--- src/rau_pkg.sv ---
// ----------------------------------------------------------------------------
// rau_pkg
// Shared widths, operation codes and status codes for the rational
// arithmetic unit.
// ----------------------------------------------------------------------------
package rau_pkg;

  // operand width actually used; input fields are sign-extended from its top bit
  localparam int DATA_WIDTH = 32;
  // magnitude width of the cross products and of the reduction datapath
  localparam int MAG_W      = 2 * DATA_WIDTH;
  // width of the fixed stream fields
  localparam int FIELD_W    = 32;
  localparam int ACT_W      = 2;
  localparam int STAT_W     = 2;
  // shift count width for the binary GCD
  localparam int KW         = $clog2(MAG_W);
  // iteration count width for the restoring divider
  localparam int CW         = $clog2(MAG_W);

  localparam logic [ACT_W-1:0] ACT_ADD = 2'd0;
  localparam logic [ACT_W-1:0] ACT_SUB = 2'd1;
  localparam logic [ACT_W-1:0] ACT_MUL = 2'd2;
  localparam logic [ACT_W-1:0] ACT_DIV = 2'd3;

  localparam logic [STAT_W-1:0] STAT_OK       = 2'd0;
  localparam logic [STAT_W-1:0] STAT_ZERO_DEN = 2'd1;
  localparam logic [STAT_W-1:0] STAT_OVERFLOW = 2'd2;

  typedef logic [MAG_W-1:0]      mag_t;
  typedef logic [DATA_WIDTH-1:0] opnd_t;

endpackage

--- src/rau_div.sv ---
// ----------------------------------------------------------------------------
// rau_div
// Restoring divider: two dividends over one divisor, one quotient bit of
// each per cycle.
// ----------------------------------------------------------------------------
module rau_div
  import rau_pkg::*;
(
  input  logic clk,
  input  logic rst,
  input  logic start,
  input  mag_t divisor,
  input  mag_t dvd0,
  input  mag_t dvd1,
  output logic done,
  output mag_t q0,
  output mag_t q1
);

  logic          busy;
  logic [CW-1:0] cnt;
  mag_t          dsr;
  mag_t          rem0;
  mag_t          rem1;
  logic [MAG_W:0] trial0;
  logic [MAG_W:0] trial1;
  logic [MAG_W:0] sub0;
  logic [MAG_W:0] sub1;
  logic           ge0;
  logic           ge1;

  always_comb begin
    trial0 = {rem0, q0[MAG_W-1]};
    trial1 = {rem1, q1[MAG_W-1]};
    sub0   = trial0 - {1'b0, dsr};
    sub1   = trial1 - {1'b0, dsr};
    ge0    = (trial0 >= {1'b0, dsr});
    ge1    = (trial1 >= {1'b0, dsr});
  end

  always_ff @(posedge clk) begin
    if (rst) begin
      busy <= 1'b0;
      done <= 1'b0;
    end else begin
      done <= 1'b0;
      if (start) begin
        busy <= 1'b1;
        cnt  <= CW'(MAG_W - 1);
        dsr  <= divisor;
        rem0 <= '0;
        rem1 <= '0;
        q0   <= dvd0;
        q1   <= dvd1;
      end else if (busy) begin
        // shift quotient bits in where dividend bits leave
        rem0 <= ge0 ? sub0[MAG_W-1:0] : trial0[MAG_W-1:0];
        rem1 <= ge1 ? sub1[MAG_W-1:0] : trial1[MAG_W-1:0];
        q0   <= {q0[MAG_W-2:0], ge0};
        q1   <= {q1[MAG_W-2:0], ge1};
        cnt  <= cnt - CW'(1);
        if (cnt == '0) begin
          busy <= 1'b0;
          done <= 1'b1;
        end
      end
    end
  end

endmodule

--- config.mk ---
export PLATFORM = sky130hd
export DESIGN_NAME = rau_div
export DESIGN_NICKNAME = d
export VERILOG_FILES = /design/src/rau_pkg.sv /design/src/rau_div.sv
export SDC_FILE = /design/constraint.sdc
export NUM_CORES = 1
export LEC_CHECK = 0
export ABC_CLOCK_PERIOD_IN_PS = 14900
export BUFFER_PORTS_ARGS = -buffer_cell sky130_fd_sc_hd__buf_2
export CAP_MARGIN = 20
export CORE_MARGIN = 4
export CORE_UTILIZATION = 32
export DETAILED_ROUTE_END_ITERATION = 12
export GPL_TIMING_DRIVEN = 0
export PLACE_DENSITY = 0.57
export SYNTH_ARGS = -nofsm -noshare
export SYNTH_HDL_FRONTEND = slang
export SYNTH_SLANG_ARGS = --single-unit
--- constraint.sdc ---
create_clock -name clk -period 14.9 [get_ports clk]
set_clock_uncertainty 0.1 [all_clocks]
set_input_delay 2.235 -clock clk [delete_from_list [all_inputs] [get_ports clk]]
set_output_delay 2.235 -clock clk [all_outputs]
set_load 0.1 [all_outputs]
Word level (Yosys, flattened, before mapping). Index checks and enable logic that the tools add are counted.

Register bits after elaboration: 328. Output and inout bits: 129. Logic and storage cells: 33. Input bits: 195.

Bitwise operators: 2. Reduce and logical (&&, ||, !) cells: 5. $lt $le $gt $ge: 2. Add/sub/neg operators: 3. Mux-type cells: 13.

Operators by type and width (count): 64-bit 2-to-1 mux (8); 65-bit by 64-bit >= comparator with 1-bit output (2); 64-bit subtractor (2); 6-bit zero test (1); 6-bit 2-to-1 mux (1); 6-bit by 1-bit subtractor with 6-bit output (second input constant) (1); 1-bit 2-to-1 mux (4); 2-bit AND reduction (2); 3-bit OR reduction (1); 1-bit NOT (2); 2-bit nonzero test (1).

Depth between registers and ports, before layout.
Depth in word-level cells: 4. Mapped depth: 15. Gate-level depth less buffers: 13.

Worst setup path before layout. OpenSTA, ideal clock, no wires.

Kind: in2reg. Start point: input start. End point: register cnt[0], enable pin. Data required time: 13.909 ns. Slack: 0.403 ns. Path buffers: 1. Stages: 3. Setup time: 0.891 ns. Arrival: 13.506 ns. Cell sequence: buf_1 > nor2_1 > nor2_1.

Longest elaborated chain between the ends: 2.

Ends and longest elaborated chain: start: declaration (line rau_div.sv:11) `input logic start,`; 2-bit nonzero test (no line); 2-bit AND reduction (no line); end signal: assignment (line rau_div.sv:49) `cnt <= CW'(MAG_W - 1);`; end signal: assignment (line rau_div.sv:61) `cnt <= cnt - CW'(1);`; end: declaration (line rau_div.sv:21) `logic [CW-1:0] cnt;`.

No other way between the ends. A chain may end at the register's enable or synchronous reset.

Worst setup path after layout.
Start point: register dsr[1]. End point: register rem0[11], data pin.

Longest elaborated chain between the ends: 3. Elaborated cells between the ends (all ways): 4. Classes of those cells: add/sub (1); order compare (1); mux (2).

Ends and longest elaborated chain: start: declaration (line rau_div.sv:22) `mag_t dsr;`; start signal: assignment (line rau_div.sv:50) `dsr <= divisor;`; 64-bit subtractor or 65-bit by 64-bit >= comparator with 1-bit output (tied branches) (line rau_div.sv:35, rau_div.sv:37); 64-bit 2-to-1 mux (*) (line rau_div.sv:57) `rem0 <= ge0 ? sub0[MAG_W-1:0] : trial0[MAG_W-1:0];`; 64-bit 2-to-1 mux (*) (line rau_div.sv:55) `end else if (busy) begin`; end signal: assignment (line rau_div.sv:57); end: declaration (line rau_div.sv:23) `mag_t rem0;`.

Every way passes the cells marked *; elsewhere a longest branch is shown, timed or not. The select of a mux whose other input is x is not followed.

==> report_table.html <==
<table>
<tr><th>Metric</th><th>Value</th></tr>
<tr><th colspan="2">Run status</th></tr>
<tr><td>Run status</td><td>complete, no violations</td></tr>
<tr><th colspan="2">Yosys</th></tr>
<tr><td>Mapped Cells</td><td>2088</td></tr>
<tr><td>Post-synthesis compound-gate area fraction</td><td>18.8%</td></tr>
<tr><td>Proportion of synthesized area in mux cells</td><td>6.80%</td></tr>
<tr><td>Yosys reg bits</td><td>328</td></tr>
<tr><td>Mapped cell area</td><td>21700 sq um</td></tr>
<tr><td>Leading cell type by number of instances after synthesis</td><td>sky130_fd_sc_hd__edfxtp_1</td></tr>
<tr><td>Synth warn</td><td>0</td></tr>
<tr><td>Most used DFF post-synth</td><td>sky130_fd_sc_hd__edfxtp_1</td></tr>
<tr><td>Number of flops mapped to enable cells by yosys</td><td>326</td></tr>
<tr><td>Top area cells in the synthesized netlist</td><td>sky130_fd_sc_hd__edfxtp_1 (45%), sky130_fd_sc_hd__ha_1 (7.5%), sky130_fd_sc_hd__mux2_2 (6.7%)</td></tr>
<tr><td>Fraction of the yosys area taken by sequential cells</td><td>45.4%</td></tr>
<tr><td>Largest family of logic cells by synthesized area</td><td>compound AO/OA/AOI/OAI gates</td></tr>
<tr><td>Post-Synthesis Net Count</td><td>2415</td></tr>
<tr><td>Average instance area after synthesis</td><td>10.4 sq um</td></tr>
<tr><td>Post-synthesis share of cell area spent on full adders, half adders and majority gates</td><td>7.70%</td></tr>
<tr><td>Largest area contributor in the synthesized netlist</td><td>sky130_fd_sc_hd__edfxtp_1</td></tr>
<tr><td>Simple-Gate Fraction of Synth Area</td><td>13.3%</td></tr>
<tr><td>Post-synth ARST share</td><td>0%</td></tr>
<tr><td>Xor/xnor cell area share of the yosys netlist</td><td>3.88%</td></tr>
<tr><td>Number of distinct library cells after synthesis</td><td>88</td></tr>
<tr><td>Cell types with the highest counts after synthesis</td><td>sky130_fd_sc_hd__edfxtp_1 (326), sky130_fd_sc_hd__nand2_1 (229), sky130_fd_sc_hd__a21oi_1 (198), sky130_fd_sc_hd__ha_1 (130), sky130_fd_sc_hd__mux2_2 (129)</td></tr>
<tr><td>Area share of the largest cell type after synthesis</td><td>45.2%</td></tr>
<tr><th colspan="2">Route</th></tr>
<tr><td>Routed length on met3</td><td>5410 um</td></tr>
<tr><td>Met1 layer wirelength in the final routing</td><td>30900 um</td></tr>
<tr><td>First-pass detailed-route iteration total</td><td>5</td></tr>
<tr><td>Highest metal layer used by the detailed router</td><td>met5</td></tr>
<tr><td>Starting DRT DRC Count</td><td>1378</td></tr>
<tr><td>Post-detailed-route wirelength per cell</td><td>21.4 um</td></tr>
<tr><td>Wire length on met2</td><td>33300 um</td></tr>
<tr><td>DRC violations left</td><td>0</td></tr>
<tr><td>Via density per instance</td><td>5.36</td></tr>
<tr><td>Detail Route Antenna Nets</td><td>0</td></tr>
<tr><td>Post-Route WL</td><td>72200 um</td></tr>
<tr><td>Overall via count from detail_route</td><td>18100</td></tr>
<tr><th colspan="2">Critical path</th></tr>
<tr><td>Category of the worst setup path capture point</td><td>register</td></tr>
<tr><td>Largest incremental delay on the critical path</td><td>0.77 ns</td></tr>
<tr><td>Worst Path Max Fanout</td><td>10</td></tr>
<tr><td>Number of cells on the worst reg-to-reg path</td><td>14</td></tr>
<tr><td>Required time reported for the critical path endpoint</td><td>15.07 ns</td></tr>
<tr><td>Cell-by-cell trace of the critical path</td><td>inv_1 &gt; ha_1 &gt; nor2b_1 &gt; o2111a_1 &gt; o21ba_2 &gt; o21a_1 &gt; o211ai_1 &gt; a2111oi_0 &gt; buf_2 &gt; o2111ai_1 &gt; nand2_1 &gt; buf_2 &gt; clkbuf_1 &gt; a211oi_1</td></tr>
<tr><td>CP top delay family</td><td>compound AO/OA/AOI/OAI gates</td></tr>
<tr><td>Crit-path slowest cell</td><td>sky130_fd_sc_hd__clkbuf_1</td></tr>
<tr><td>Cell type with the highest occurrence count on the critical path</td><td>sky130_fd_sc_hd__buf_2</td></tr>
<tr><td>CP Depth</td><td>14</td></tr>
<tr><td>Buf/Inv on CP</td><td>4</td></tr>
<tr><td>Critical path class</td><td>register to register</td></tr>
<tr><td>Crit start category</td><td>register</td></tr>
<tr><td>Arr. time, crit path</td><td>4.98 ns</td></tr>
<tr><th colspan="2">Floorplan</th></tr>
<tr><td>Rows</td><td>95</td></tr>
<tr><td>Total die area</td><td>71900 sq um</td></tr>
<tr><td>IO Count</td><td>324</td></tr>
<tr><td>Total core area</td><td>67200 sq um</td></tr>
<tr><td>Height of the chip</td><td>268 um</td></tr>
<tr><td>Starting Density</td><td>32.2%</td></tr>
<tr><td>Horizontal die dimension</td><td>268 um</td></tr>
<tr><th colspan="2">Clock tree</th></tr>
<tr><td>Post-CTS setup buffer count</td><td>0</td></tr>
<tr><td># resized after CTS</td><td>0</td></tr>
<tr><td>CTS tree</td><td>yes</td></tr>
<tr><td>Clock Path Buffers</td><td>3</td></tr>
<tr><td>Register clock-pin slew on the reported worst setup and hold paths</td><td>0.06 ns</td></tr>
<tr><td>CTS Root Cell</td><td>sky130_fd_sc_hd__clkbuf_16</td></tr>
<tr><td>Level count of the clock H-tree</td><td>2</td></tr>
<tr><td>Number of buffers inserted for hold repair after clock tree synthesis</td><td>0</td></tr>
<tr><td>Cts bufs inserted</td><td>42</td></tr>
<tr><td>Clk_lat worst skew</td><td>0.59 ns</td></tr>
<tr><td>Number of clock sinks</td><td>328</td></tr>
<tr><th colspan="2">STA</th></tr>
<tr><td>Number of hold violations in the final report</td><td>0</td></tr>
<tr><td>Summed negative setup slack over all endpoints</td><td>0 ns</td></tr>
<tr><td>Final-report max-slew violation count</td><td>0</td></tr>
<tr><td>Post-layout min period</td><td>4.82 ns</td></tr>
<tr><td>Portion of the clock cycle consumed by the worst path in the final layout</td><td>32.3%</td></tr>
<tr><td>Final hold slack</td><td>0.425 ns</td></tr>
<tr><td>Worst Max-Slew Pin Slew</td><td>0.970 ns</td></tr>
<tr><td>Setup repair after global routing missed its margin</td><td>false</td></tr>
<tr><td>Worst max-slew margin expressed relative to the limit</td><td>35.3%</td></tr>
<tr><td>Max Clock Freq</td><td>208 MHz</td></tr>
<tr><td>Number of endpoints failing setup at the final stage</td><td>0</td></tr>
<tr><th colspan="2">Placement</th></tr>
<tr><td>Final RePlAce weighted congestion</td><td>0.973</td></tr>
<tr><td>Dpl hpwl</td><td>56400 um</td></tr>
<tr><td>I/O Buffers</td><td>323</td></tr>
<tr><th colspan="2">GRT</th></tr>
<tr><td>Global-route wire length before repair</td><td>108000 um</td></tr>
<tr><td>Residual overflow from global routing</td><td>0</td></tr>
<tr><td>Number of antenna violations at the first check in global routing</td><td>9</td></tr>
<tr><td>All-Layer GR Usage</td><td>19.5%</td></tr>
<tr><td>Largest net degree at the start of global routing</td><td>35</td></tr>
<tr><td>Vias in the first global route</td><td>17800</td></tr>
<tr><th colspan="2">Pwr</th></tr>
<tr><td>Total power</td><td>3340 uW</td></tr>
<tr><td>P_leak</td><td>0.0105 uW</td></tr>
<tr><td>IR drop worst, VDD</td><td>0.0000888 V</td></tr>
<tr><td>Pwr per Cell Area</td><td>128 nW/um^2</td></tr>
<tr><th colspan="2">Finish</th></tr>
<tr><td>Fill cell total of the finished layout</td><td>6639</td></tr>
<tr><td>Share of post-route cells with drive strength above 1</td><td>27.4%</td></tr>
<tr><td>Post-layout nets</td><td>2796</td></tr>
<tr><td>Area growth syn-to-layout</td><td>20.5%</td></tr>
<tr><th colspan="2">Run</th></tr>
<tr><td>Maximum Capacitance Violations</td><td>0</td></tr>
<tr><th colspan="2">Worst hold path</th></tr>
<tr><td>Hold Path Stages</td><td>1</td></tr>
<tr><td>Min-Delay Path Class</td><td>register to register</td></tr>
</table>
registers in the layout (all words and copies together) (netlist names):
name and flops:
dsr 64, done 1, q1 64, q0 64, rem1 64, busy 1, rem0 64, cnt 6
where the power goes:
group | total [uW] | switching (uW) | internal, uW
Sequential | 1170 | 45.3 | 1120
Combinational | 1090 | 726 | 367
Clock | 1080 | 434 | 641
layer usage:
layer  vias to the layer above  global-route usage [%]
li1                       8591                       -
met5                         -                       0
met1                      8654                    25.3
met3                       134                    4.59
met2                       712                    32.0
met4                         6                    6.83
layout make-up:
type | instances | area [sq um] | area share, %
well taps | 873 | 1090 | 4.19
clock buffers | 51 | 1110 | 4.24
clock inverters | 26 | 348 | 1.33
diodes | 1 | 2.50 | 0.00959
plain buffers | 97 | 489 | 1.87
inverters | 108 | 405 | 1.55
repair buffers | 337 | 1870 | 7.18
multi-input cells | 1555 | 10900 | 42.0
flip-flops and latches | 328 | 9830 | 37.7
cells by family after synthesis:
family,Yosys count
xor gates and xnor gates,96
adders and majority gates,132
buffers and inverters,205
AOI/OAI and AO/OA,602
DFF,328
and+or+nand+nor,594
muxes,131
path summary, 6_finish.rpt:
check              start  endpoint  slack [ns]
setup / recovery  dsr[1]  rem0[11]       10.08
hold / removal      busy      done        0.42
setup reg to reg  dsr[1]  rem0[11]       10.08
hold reg to reg     busy      done        0.42
metrics by stage:
stage               setup WS, ns  area, sq um  instances  utilization, %
CTS                        10.15        26100       3375            38.9
floorplan                  0.403        21700       2088               -
finish                     10.08        26100       3376            38.9
global placement           -6.10        24400       3284            36.3
detailed placement          9.50        24600       3298            36.7
global route                9.84        26100       3376            38.9
cells in the final DEF (no fill, tap or decap), types with 10 or more instances in the layout:
cell,instances
sky130_fd_sc_hd__a31oi_1,12
sky130_fd_sc_hd__a211oi_2,14
sky130_fd_sc_hd__clkbuf_1,63
sky130_fd_sc_hd__o21ai_0,72
sky130_fd_sc_hd__o31ai_1,14
sky130_fd_sc_hd__buf_12,13
sky130_fd_sc_hd__clkbuf_16,43
sky130_fd_sc_hd__o21bai_1,29
sky130_fd_sc_hd__o21ai_1,21
sky130_fd_sc_hd__nand4_1,39
sky130_fd_sc_hd__ha_1,130
sky130_fd_sc_hd__nor2_1,94
sky130_fd_sc_hd__o21a_1,22
sky130_fd_sc_hd__nor3_1,37
sky130_fd_sc_hd__edfxtp_1,326
sky130_fd_sc_hd__or3_1,11
sky130_fd_sc_hd__xor2_1,40
sky130_fd_sc_hd__and3_1,19
sky130_fd_sc_hd__buf_2,351
sky130_fd_sc_hd__and2_1,11
sky130_fd_sc_hd__a21oi_1,198
sky130_fd_sc_hd__nand2_1,229
sky130_fd_sc_hd__inv_1,106
sky130_fd_sc_hd__mux2_2,129
sky130_fd_sc_hd__a21o_1,64
sky130_fd_sc_hd__xnor2_1,56
sky130_fd_sc_hd__nor2b_1,13
sky130_fd_sc_hd__nand2b_1,11
sky130_fd_sc_hd__a211oi_1,22
sky130_fd_sc_hd__and4_1,10
sky130_fd_sc_hd__nor4_1,10
sky130_fd_sc_hd__nand2_2,39
sky130_fd_sc_hd__o211ai_1,13
sky130_fd_sc_hd__nand3_1,41
sky130_fd_sc_hd__a21oi_2,41
Note: power is estimated with default switching activity, not from simulation.
