==> src/rau_pkg.sv <==
// ----------------------------------------------------------------------------
// rau_pkg
// Shared widths, operation codes and status codes for the rational
// arithmetic unit.
// ----------------------------------------------------------------------------
package rau_pkg;

  // operand width actually used; input fields are sign-extended from its top bit
  localparam int DATA_WIDTH = 32;
  // magnitude width of the cross products and of the reduction datapath
  localparam int MAG_W      = 2 * DATA_WIDTH;
  // width of the fixed stream fields
  localparam int FIELD_W    = 32;
  localparam int ACT_W      = 2;
  localparam int STAT_W     = 2;
  // shift count width for the binary GCD
  localparam int KW         = $clog2(MAG_W);
  // iteration count width for the restoring divider
  localparam int CW         = $clog2(MAG_W);

  localparam logic [ACT_W-1:0] ACT_ADD = 2'd0;
  localparam logic [ACT_W-1:0] ACT_SUB = 2'd1;
  localparam logic [ACT_W-1:0] ACT_MUL = 2'd2;
  localparam logic [ACT_W-1:0] ACT_DIV = 2'd3;

  localparam logic [STAT_W-1:0] STAT_OK       = 2'd0;
  localparam logic [STAT_W-1:0] STAT_ZERO_DEN = 2'd1;
  localparam logic [STAT_W-1:0] STAT_OVERFLOW = 2'd2;

  typedef logic [MAG_W-1:0]      mag_t;
  typedef logic [DATA_WIDTH-1:0] opnd_t;

endpackage

==> src/rau_gcd.sv <==
// ----------------------------------------------------------------------------
// rau_gcd
// Binary (Stein) greatest common divisor of two nonzero magnitudes.
// One shift or one subtract per cycle.
// ----------------------------------------------------------------------------
module rau_gcd
  import rau_pkg::*;
(
  input  logic          clk,
  input  logic          rst,
  input  logic          start,
  input  mag_t          a,
  input  mag_t          b,
  output logic          done,
  output mag_t          g
);

  logic          busy;
  mag_t          x;
  mag_t          y;
  logic [KW-1:0] k;
  logic [MAG_W:0] diff;

  assign diff = {1'b0, x} - {1'b0, y};

  always_ff @(posedge clk) begin
    if (rst) begin
      busy <= 1'b0;
      done <= 1'b0;
    end else begin
      done <= 1'b0;
      if (start) begin
        busy <= 1'b1;
        x    <= a;
        y    <= b;
        k    <= '0;
      end else if (busy) begin
        if (diff == '0) begin
          // restore the common power of two
          g    <= x << k;
          done <= 1'b1;
          busy <= 1'b0;
        end else if (!x[0] && !y[0]) begin
          x <= x >> 1;
          y <= y >> 1;
          k <= k + KW'(1);
        end else if (!x[0]) begin
          x <= x >> 1;
        end else if (!y[0]) begin
          y <= y >> 1;
        end else if (!diff[MAG_W]) begin
          x <= diff[MAG_W-1:0];
        end else begin
          y <= MAG_W'(0) - diff[MAG_W-1:0];
        end
      end
    end
  end

endmodule

==> config.mk <==
export PLATFORM = sky130hd
export DESIGN_NAME = rau_gcd
export DESIGN_NICKNAME = d
export VERILOG_FILES = /design/src/rau_pkg.sv /design/src/rau_gcd.sv
export SDC_FILE = /design/constraint.sdc
export NUM_CORES = 1
export LEC_CHECK = 0
export ABC_CLOCK_PERIOD_IN_PS = 27200
export BUFFER_PORTS_ARGS = -buffer_cell sky130_fd_sc_hd__clkbuf_2
export CAP_MARGIN = 30
export CORE_UTILIZATION = 25
export DETAILED_ROUTE_END_ITERATION = 10
export GPL_TIMING_DRIVEN = 0
export HOLD_SLACK_MARGIN = 0.12
export PLACE_DENSITY_LB_ADDON = 0.25
export SLEW_MARGIN = 20
export SYNTH_ARGS = -nofsm -noshare
export SYNTH_HDL_FRONTEND = slang
export SYNTH_SLANG_ARGS = --single-unit
==> constraint.sdc <==
create_clock -name clk -period 27.2 [get_ports clk]
set_input_delay 2.72 -clock clk [delete_from_list [all_inputs] [get_ports clk]]
set_output_delay 2.72 -clock clk [all_outputs]
set_load 0.005 [all_outputs]
== After elaboration in Yosys (flattened, before gate mapping) ==
Cells that the tools add are included.
Word-level totals
  register bits after elaboration: 200
  latch bits: 0
  RAM bits: 0
  ROM bits: 0
  input bits: 131
  output and inout bits: 65
  word-level logic and storage cells: 54
  memories kept: 0
Cells by class
  $add $sub $neg: 3
  multipliers: 0
  divide/modulo/power cells: 0
  magnitude comparators: 0
  equal/unequal tests: 4
  shifts and indexed selects: 1
  multiplexer cells: 21
  bitwise operators: 3
  reduce and logical (&&, ||, !) cells: 14
Operators by type and width (number)
  64-bit two-way mux: 14
  65-bit logical NOT: 1
  64-bit by 64-bit subtractor with 65-bit output: 1
  64-bit by 6-bit left shift with 64-bit output: 1
  1-bit by 64-bit subtractor with 64-bit output (first input constant): 1
  6-bit two-way mux: 3
  4-bit AND reduction: 3
  5-bit AND reduction: 2
  4-bit by 3-bit inequality test with 1-bit output (second input constant): 2
  6-bit by 1-bit adder with 6-bit output (second input constant): 1
  1-bit two-way mux: 4
  4-bit by 1-bit inequality test with 1-bit output (second input constant): 1
  2-bit nonzero test: 2
  1-bit NOT: 3
  3-bit AND reduction: 1
  3-bit nonzero test: 1
  3-bit OR reduction: 1
  1-bit logical NOT: 2
  2-bit inequality test (second input constant): 1
  1-bit logical AND: 1

== Longest topological paths before layout ==
Gate-level depths: netlist of the first run.
  depth in word-level cells: 9
  gate-level depth with buffers: 18
  gate-level depth less buffers: 15

== Least setup slack after synthesis of the first run ==
OpenSTA, ideal clock, no wires.
  path type: reg2reg
  start: register x[0]
  end: register g[0], enable pin
  library setup time: 0.578 ns
  data arrival time: 8.541 ns
  data required time: 26.622 ns
  slack: 18.081 ns
  cell stages (with the launch flop): 15
  path buffers: 2
  cell sequence: edfxtp_1 -> clkbuf_1 -> inv_1 -> ha_1 -> fa_1 -> nand2b_1 -> a2111oi_0 -> o21ai_0 -> or3_1 -> buf_2 -> nand3b_1 -> nor3_2 -> nand4_1 -> or4_4 -> nor3b_1
On the way
  longest elaborated chain between the ends: 3
Ends and longest elaborated chain
  from (decl): line rau_gcd.sv:19  | mag_t x;
  from (signal assigned): line rau_gcd.sv:44  | x <= x >> 1;
  from (signal assigned): line rau_gcd.sv:48  | x <= x >> 1;
  from (signal assigned): line rau_gcd.sv:52  | x <= diff[MAG_W-1:0];
  64-bit by 64-bit subtractor with 65-bit output: line rau_gcd.sv:24  | assign diff = {1'b0, x} - {1'b0, y};
  65-bit logical NOT: line rau_gcd.sv:38  | if (diff == '0) begin
  4-bit AND reduction (no source line)
  to (signal assigned): line rau_gcd.sv:40  | g <= x << k;
  to (decl): line rau_gcd.sv:15  | output mag_t g
No other way between the ends.
A chain may end at the register's enable or synchronous reset.

== Worst setup path in the final report of the first run ==
  start: register x[0]
  end: register x[52], enable pin
On the way
  longest elaborated chain between the ends: 4
  elaborated cells between the ends (all ways): 8
Ends and longest elaborated chain (line)
  64-bit by 64-bit subtractor with 65-bit output or 1-bit logical NOT (tied branches)
  65-bit logical NOT or 1-bit logical AND (tied branches): rau_gcd.sv:38, rau_gcd.sv:43
  2-bit inequality test (no source line) or 4-bit by 3-bit inequality test with 1-bit output (tied branches)
  5-bit AND reduction (no source line) (*)
Mark *: on every way between the ends. The rest lies on a longest branch, timed or not.

==> results of run 1 <==
[cell type report]
class,count,share of cell area (%)
buffer,164,2.964
inverter,103,1.718
clock buffer,17,1.891
tap,1030,5.728
multi-input combinational,1908,54.39
antenna,1,0.01112
timing repair buffer,218,5.734
sequential,200,26.61
clock inverter,15,0.9621
[logic make-up after synthesis]
family                   count (synthesis)
AND/OR/NAND/NOR                        920
AO/OA/AOI/OAI                          710
buffers and inverters                  267
flip-flops                             200
multiplexers                           111
XOR/XNOR                                98
adder cells (fa/ha/maj)                 69
[placed cells by master (no fill, tap or decap), types with 15 or more instances in the layout]
master and count:
edfxtp_1 198, o21ai_1 15, clkbuf_1 119, inv_1 101, nor3_1 60, a22oi_1 17, a211oi_1 19, clkbuf_2 197
a21oi_1 237, nand2_1 384, o22ai_1 18, nor2_1 198, nor2b_1 64, buf_2 27, clkbuf_16 17, o21ai_0 201
nand4_1 44, nor4_1 16, xnor2_1 53, nand3_1 41, mux4_2 50, ha_1 68, o221ai_1 22, or3_1 18
mux2i_1 51, o21a_1 21, a21o_1 19, xor2_1 45, and2_1 26
[registers in the layout, summed over array words and instances (netlist names)]
signal and flops:
k 6, y 64, busy 1, g 64, done 1, x 64
[layer usage]
| layer | up-vias | wire, µm | GRT usage, % |
|---|---|---|---|
| li1 | 9225 | - | - |
| met2 | 752 | 41370 | 36.90 |
| met1 | 9522 | 37070 | 28.29 |
| met4 | 18 | 4271 | 10.72 |
| met5 | - | 97 | 0 |
| met3 | 174 | 5353 | 3.470 |
[power breakdown]
part | switching [mW] | total (mW) | internal (mW) | leakage [nW]
sequential | 0.0203 | 0.384 | 0.364 | 1.89
combinational | 0.330 | 0.492 | 0.162 | 6.20
clock | 0.155 | 0.291 | 0.136 | 0.311
[synthesized netlist by cell type (15+ instances only)]
| master | count |
|---|---|
| buf_2 | 27 |
| nand4_1 | 44 |
| a31oi_1 | 15 |
| o21ai_0 | 201 |
| a21oi_1 | 238 |
| mux2i_1 | 51 |
| and2_1 | 26 |
| a211oi_1 | 19 |
| o221ai_1 | 22 |
| xnor2_1 | 53 |
| a22oi_1 | 17 |
| mux4_2 | 50 |
| nor3_1 | 60 |
| nor2_1 | 199 |
| o21a_1 | 21 |
| nand2_1 | 384 |
| inv_1 | 101 |
| ha_1 | 68 |
| or3_1 | 18 |
| o21ai_1 | 15 |
| edfxtp_1 | 198 |
| nand3_1 | 41 |
| nor4_1 | 16 |
| o22ai_1 | 18 |
| nor2b_1 | 64 |
| clkbuf_1 | 120 |
| xor2_1 | 45 |
| a21o_1 | 19 |
[worst paths after layout]
kind | slack (ps) | depth (start not counted) | end | startpoint
setup / recovery | 19740 | 18 | x[52] | x[0]
hold / removal | 500 | 1 | done | busy
setup reg to reg | 19740 | 18 | x[52] | x[0]
hold reg to reg | 500 | 1 | done | busy
[critical path, stage by stage, from the launching register on]
cell	delay, ps
edfxtp_1	330
clkbuf_1	360
inv_1	250
ha_1	260
fa_1	440
nand2b_1	220
a21boi_4	260
o221ai_1	220
a211oi_1	890
nor3_1	250
a22o_1	320
o21ai_0	180
a21o_1	130
clkbuf_1	710
clkbuf_1	690
nand2_1	490
a31oi_4	680
buf_16	230
buf_16	170
==> flow_summary.json, run 1 <==
{
  "io_buffers": 194,
  "synth_cell_types": 95,
  "ys_seq_area_share_pct": 31.12,
  "place_ws_ps": 19940,
  "worstSkewPairLatency_ps": 530,
  "grt_usage_pct": 22.31,
  "synth_compound_area_share_pct": 22.82,
  "wl_per_cell_um": 24.12,
  "antenna_left": 0,
  "ir_drop_uv": 46.89,
  "synth_top_family_by_area": "compound AO/OA/AOI/OAI gates",
  "drc": 0,
  "grt-ovfl-total": 0,
  "placedCellCount": 3618,
  "fmax_ghz": 0.1341,
  "worst_pin_slew_ps": 1029,
  "setup_ws_ps": 19740,
  "syn_inst": 2375,
  "power.density_mw_per_mm2": 51.85,
  "fin_crit_ps": 7457,
  "synth_nets": 2575,
  "power.total_mw": 1.166,
  "synth_top_cell_by_area": "edfxtp_1",
  "synth-adder-area-share_pct": 4.528,
  "ys_ff_latch": 200,
  "grt_max_degree": 23,
  "first_pass_iters": 6,
  "async_flop_share_pct": 0,
  "worst_setup_path_end_kind": "flop",
  "slew_headroom_pct": 31.38,
  "gp_congestion": 0.9901,
  "hold_violations": 0,
  "vias_per_cell": 5.386,
  "wl_um": 88170,
  "fin_area_mm2": 0.02250,
  "cts_max_level": 4,
  "max_cap_violations": 0,
  "tns_ps": 0,
  "fin_nets": 2812,
  "crit_required_ps": 27430,
  "cts_setup_buffers": 0,
  "rsz0062_at_grt": "no",
  "seqCellArea_mm2": 0.005986,
  "clk_pin_slew_worst_paths_ps": 90,
  "drt_iter0_drc": 1899,
  "synth_flop_cell": "edfxtp_1",
  "critPathKind": "reg -> reg",
  "antenna_found_initial": 9,
  "worstPathArrival_ps": 7680,
  "yosys-top-cells-area": "edfxtp_1 31%, nand2_1 7.5%, a21oi_1 6.2%",
  "period_share_pct": 27.42,
  "cts_buffer_depth": 2,
  "synth_edf_count": 198,
  "rows": 101,
  "synth_top_area_share_pct": 30.92,
  "dp_hpwl_um": 74690,
  "fin_hold_ws_ps": 504.0,
  "core_mm2": 0.07608,
  "fin_cells": 3656,
  "cts_resized": 0,
  "syn_to_final_growth_pct": 16.98,
  "fillers": 8351,
  "hp-class": "reg -> reg",
  "initial_core_util_pct": 25.28,
  "clkSinkCount": 200,
  "cts_tree": "done",
  "io_pins": 196,
  "vias": 19691,
  "numCtsBuffers": 17,
  "utilization_pct": 29.57,
  "ys_warn_count": 0,
  "synthesis.area_mm2": 0.01923,
  "die_h_um": 279.4,
  "drv_slew": 0,
  "cts_root_buf": "clkbuf_16",
  "synth_xor_area_share_pct": 4.463,
  "grt_pass1_vias": 18951,
  "postCtsHoldBufs": 0,
  "synthSimpleGateAreaFrac_pct": 22.50,
  "placed_area_mm2": 0.02181,
  "leakage_nw": 8.403,
  "setup_viol": 0,
  "die_w_um": 279.4,
  "status": "complete, no violations",
  "grt_pass1_wl_um": 126800,
  "synth_area_per_cell_um2": 8.098,
  "path_max_fanout": 22,
  "startpoint_type": "flop",
  "multi_input_area_mm2": 0.01224,
  "finalClockSkew_ps": 21.62,
  "final_layout_size_suffix_gt1_share_pct": 14.44,
  "synthMuxAreaShare_pct": 9.095,
  "dieArea_mm2": 0.07804
}
(Power assumes the default switching activity.)
==> run 2, diff against run 1 <==
--- a/config.mk
+++ b/config.mk
@@ -5,7 +5,7 @@
 export SDC_FILE = /design/constraint.sdc
 export NUM_CORES = 1
 export LEC_CHECK = 0
-export ABC_CLOCK_PERIOD_IN_PS = 27200
+export ABC_CLOCK_PERIOD_IN_PS = 7600
 export BUFFER_PORTS_ARGS = -buffer_cell sky130_fd_sc_hd__clkbuf_2
 export CAP_MARGIN = 30
 export CORE_UTILIZATION = 25
==> constraint.sdc (replaced) <==
create_clock -name clk -period 7.6 [get_ports clk]
set_input_delay 0.76 -clock clk [delete_from_list [all_inputs] [get_ports clk]]
set_output_delay 0.76 -clock clk [all_outputs]
set_load 0.005 [all_outputs]
==> flow_summary.json, run 2 (synthesized netlist as in run 1, its figures left out) <==
{
  "status": "complete, no violations",
  "wl_um": 87920,
  "grt_max_degree": 23,
  "worst_setup_path_end_kind": "flop",
  "io_pins": 196,
  "grt_pass1_wl_um": 125300,
  "cts_buffer_depth": 2,
  "worst-path-buf-inv": 7,
  "period_share_pct": 94.84,
  "postCtsHoldBufs": 0,
  "ir_drop_uv": 181.5,
  "pwr-share-clk_pct": 23.7,
  "worst_pin_slew_ps": 1054,
  "clkSinkCount": 200,
  "first_pass_iters": 5,
  "critPathKind": "reg -> reg",
  "vias": 19679,
  "fmax_ghz": 0.1387,
  "gp_congestion": 0.9827,
  "drv_slew": 0,
  "p_switching_mw": 1.783,
  "cp_common_cell": "clkbuf_1",
  "rsz0062_at_grt": "no",
  "final_cell_mix": "384 x nand2_1, 237 x a21oi_1, 201 x o21ai_0",
  "dieArea_mm2": 0.07804,
  "drt_iter0_drc": 1943,
  "setup_viol": 0,
  "hold_violations": 0,
  "setup_ws_ps": 392.2,
  "numCtsBuffers": 17,
  "dp_hpwl_um": 74630,
  "cts_tree": "done",
  "initial_core_util_pct": 25.28,
  "cts_root_buf": "clkbuf_16",
  "regToRegEndpoint": "x[52]",
  "antenna_left": 0,
  "hp-start": "rst",
  "slowest_stage": "clkbuf_1",
  "leakage_nw": 8.367,
  "max_cap_violations": 0,
  "rows": 101,
  "slew_headroom_pct": 29.73,
  "crit_chain": "clkbuf_1 -> inv_1 -> ha_1 -> fa_1 -> nand2b_1 -> a21boi_4 -> o221ai_1 -> a211oi_2 -> nor3_1 -> a22o_1 -> o21ai_0 -> a21o_1 -> clkbuf_1 -> clkbuf_1 -> nand2_1 -> a31oi_4 -> buf_8 -> buf_16 -> buf_16",
  "core_mm2": 0.07608,
  "utilization_pct": 29.51,
  "cts_setup_buffers": 0,
  "reg2reg_depth": 19,
  "r2r_start": "x[0]",
  "power_frac_comb_pct": 42.8,
  "critical-path-top-delay-family": "buffers and inverters",
  "worstPathArrival_ps": 7420,
  "switching_share_pct": 43.41,
  "fin_nets": 2808,
  "vias_per_cell": 5.390,
  "hold_depth": 2,
  "grt_usage_pct": 22.08,
  "regToRegSetupSlack_ps": 390,
  "cts_resized": 0,
  "p_int_mw": 2.324,
  "startpoint_type": "flop",
  "diodes": 0,
  "drc": 0,
  "layout_commonest_cell": "nand2_1",
  "antenna_found_initial": 13,
  "fin_crit_ps": 7208,
  "hp-class": "in -> reg",
  "hold_end": "done",
  "place_ws_ps": 135.6,
  "tns_ps": 0,
  "clk_pin_slew_worst_paths_ps": 90,
  "io_buffers": 194,
  "syn_to_final_growth_pct": 16.73,
  "crit_required_ps": 7820,
  "power_frac_seq_pct": 33.5,
  "finalClockSkew_ps": 28.37,
  "power.density_mw_per_mm2": 183.0,
  "slowest_delay_ps": 680,
  "die_h_um": 279.4,
  "path_max_fanout": 21,
  "die_w_um": 279.4,
  "worstSkewPairLatency_ps": 530,
  "wl_per_cell_um": 24.08,
  "grt-ovfl-total": 0,
  "reg.largest.list": "g x64, x x64, y x64",
  "cts_max_level": 4,
  "final_layout_size_suffix_gt1_share_pct": 14.31,
  "grt_pass1_vias": 18814
}
-- run 2: power by group through the flow --
| stage | registers [mW] | clock network (mW) | logic [mW] |
|---|---|---|---|
| after floorplan | 1.36 | 0 | 1.14 |
| after global placement | 1.40 | 0 | 1.70 |
| after detailed placement | 1.40 | 0 | 1.71 |
| after CTS | 1.37 | 0.994 | 1.72 |
| after global routing | 1.38 | 1.02 | 1.89 |
| final | 1.37 | 0.974 | 1.76 |
-- run 2: worst max path at each step --
stage / depth (start not counted) / slack, ps / start / to
5_1_grt: 19 / 180 / x[0] / x[52]
6_report: 19 / 390 / x[0] / x[52]
4_1_cts: 19 / 90 / x[0] / x[52]
3_5_place_dp: 19 / 140 / x[0] / x[62]
3_3_place_gp: 16 / -3530 / x[0] / x[61]
2_1_floorplan: 16 / 440 / x[0] / x[10]
-- run 2: layer usage --
metal | vias to the layer above | part of all wire, % | GRT usage (%) | wire length, µm
li1 | 9214 | - | - | -
met1 | 9522 | 42 | 27.52 | 36920
met2 | 731 | 47 | 36.64 | 40890
met3 | 186 | 6.2 | 3.536 | 5416
met4 | 26 | 5.1 | 11.47 | 4515
met5 | - | 0.19 | 0 | 170
-- run 2: per-stage QoR --
step | total power [mW] | area, µm² | std cells | hold WS, ps
2_1_floorplan | 2.500 | 19240 | 2375 | 460.4
3_3_place_gp | 3.104 | 21500 | 3599 | 483.2
3_5_place_dp | 3.106 | 21800 | 3615 | 497.5
4_1_cts | 4.083 | 22410 | 3647 | 460.4
5_1_grt | 4.287 | 22450 | 3651 | 493.3
6_report | 4.107 | 22450 | 3651 | 479.7
-- run 2: area by class of cell --
type | instances | area (µm²)
fill | 8375 | 53630
multi-input combinational | 1908 | 12250
sequential | 200 | 5986
tap | 1030 | 1289
timing repair buffer | 214 | 1272
buffer | 164 | 666.9
clock buffer | 18 | 429.2
inverter | 103 | 386.6
clock inverter | 14 | 172.7
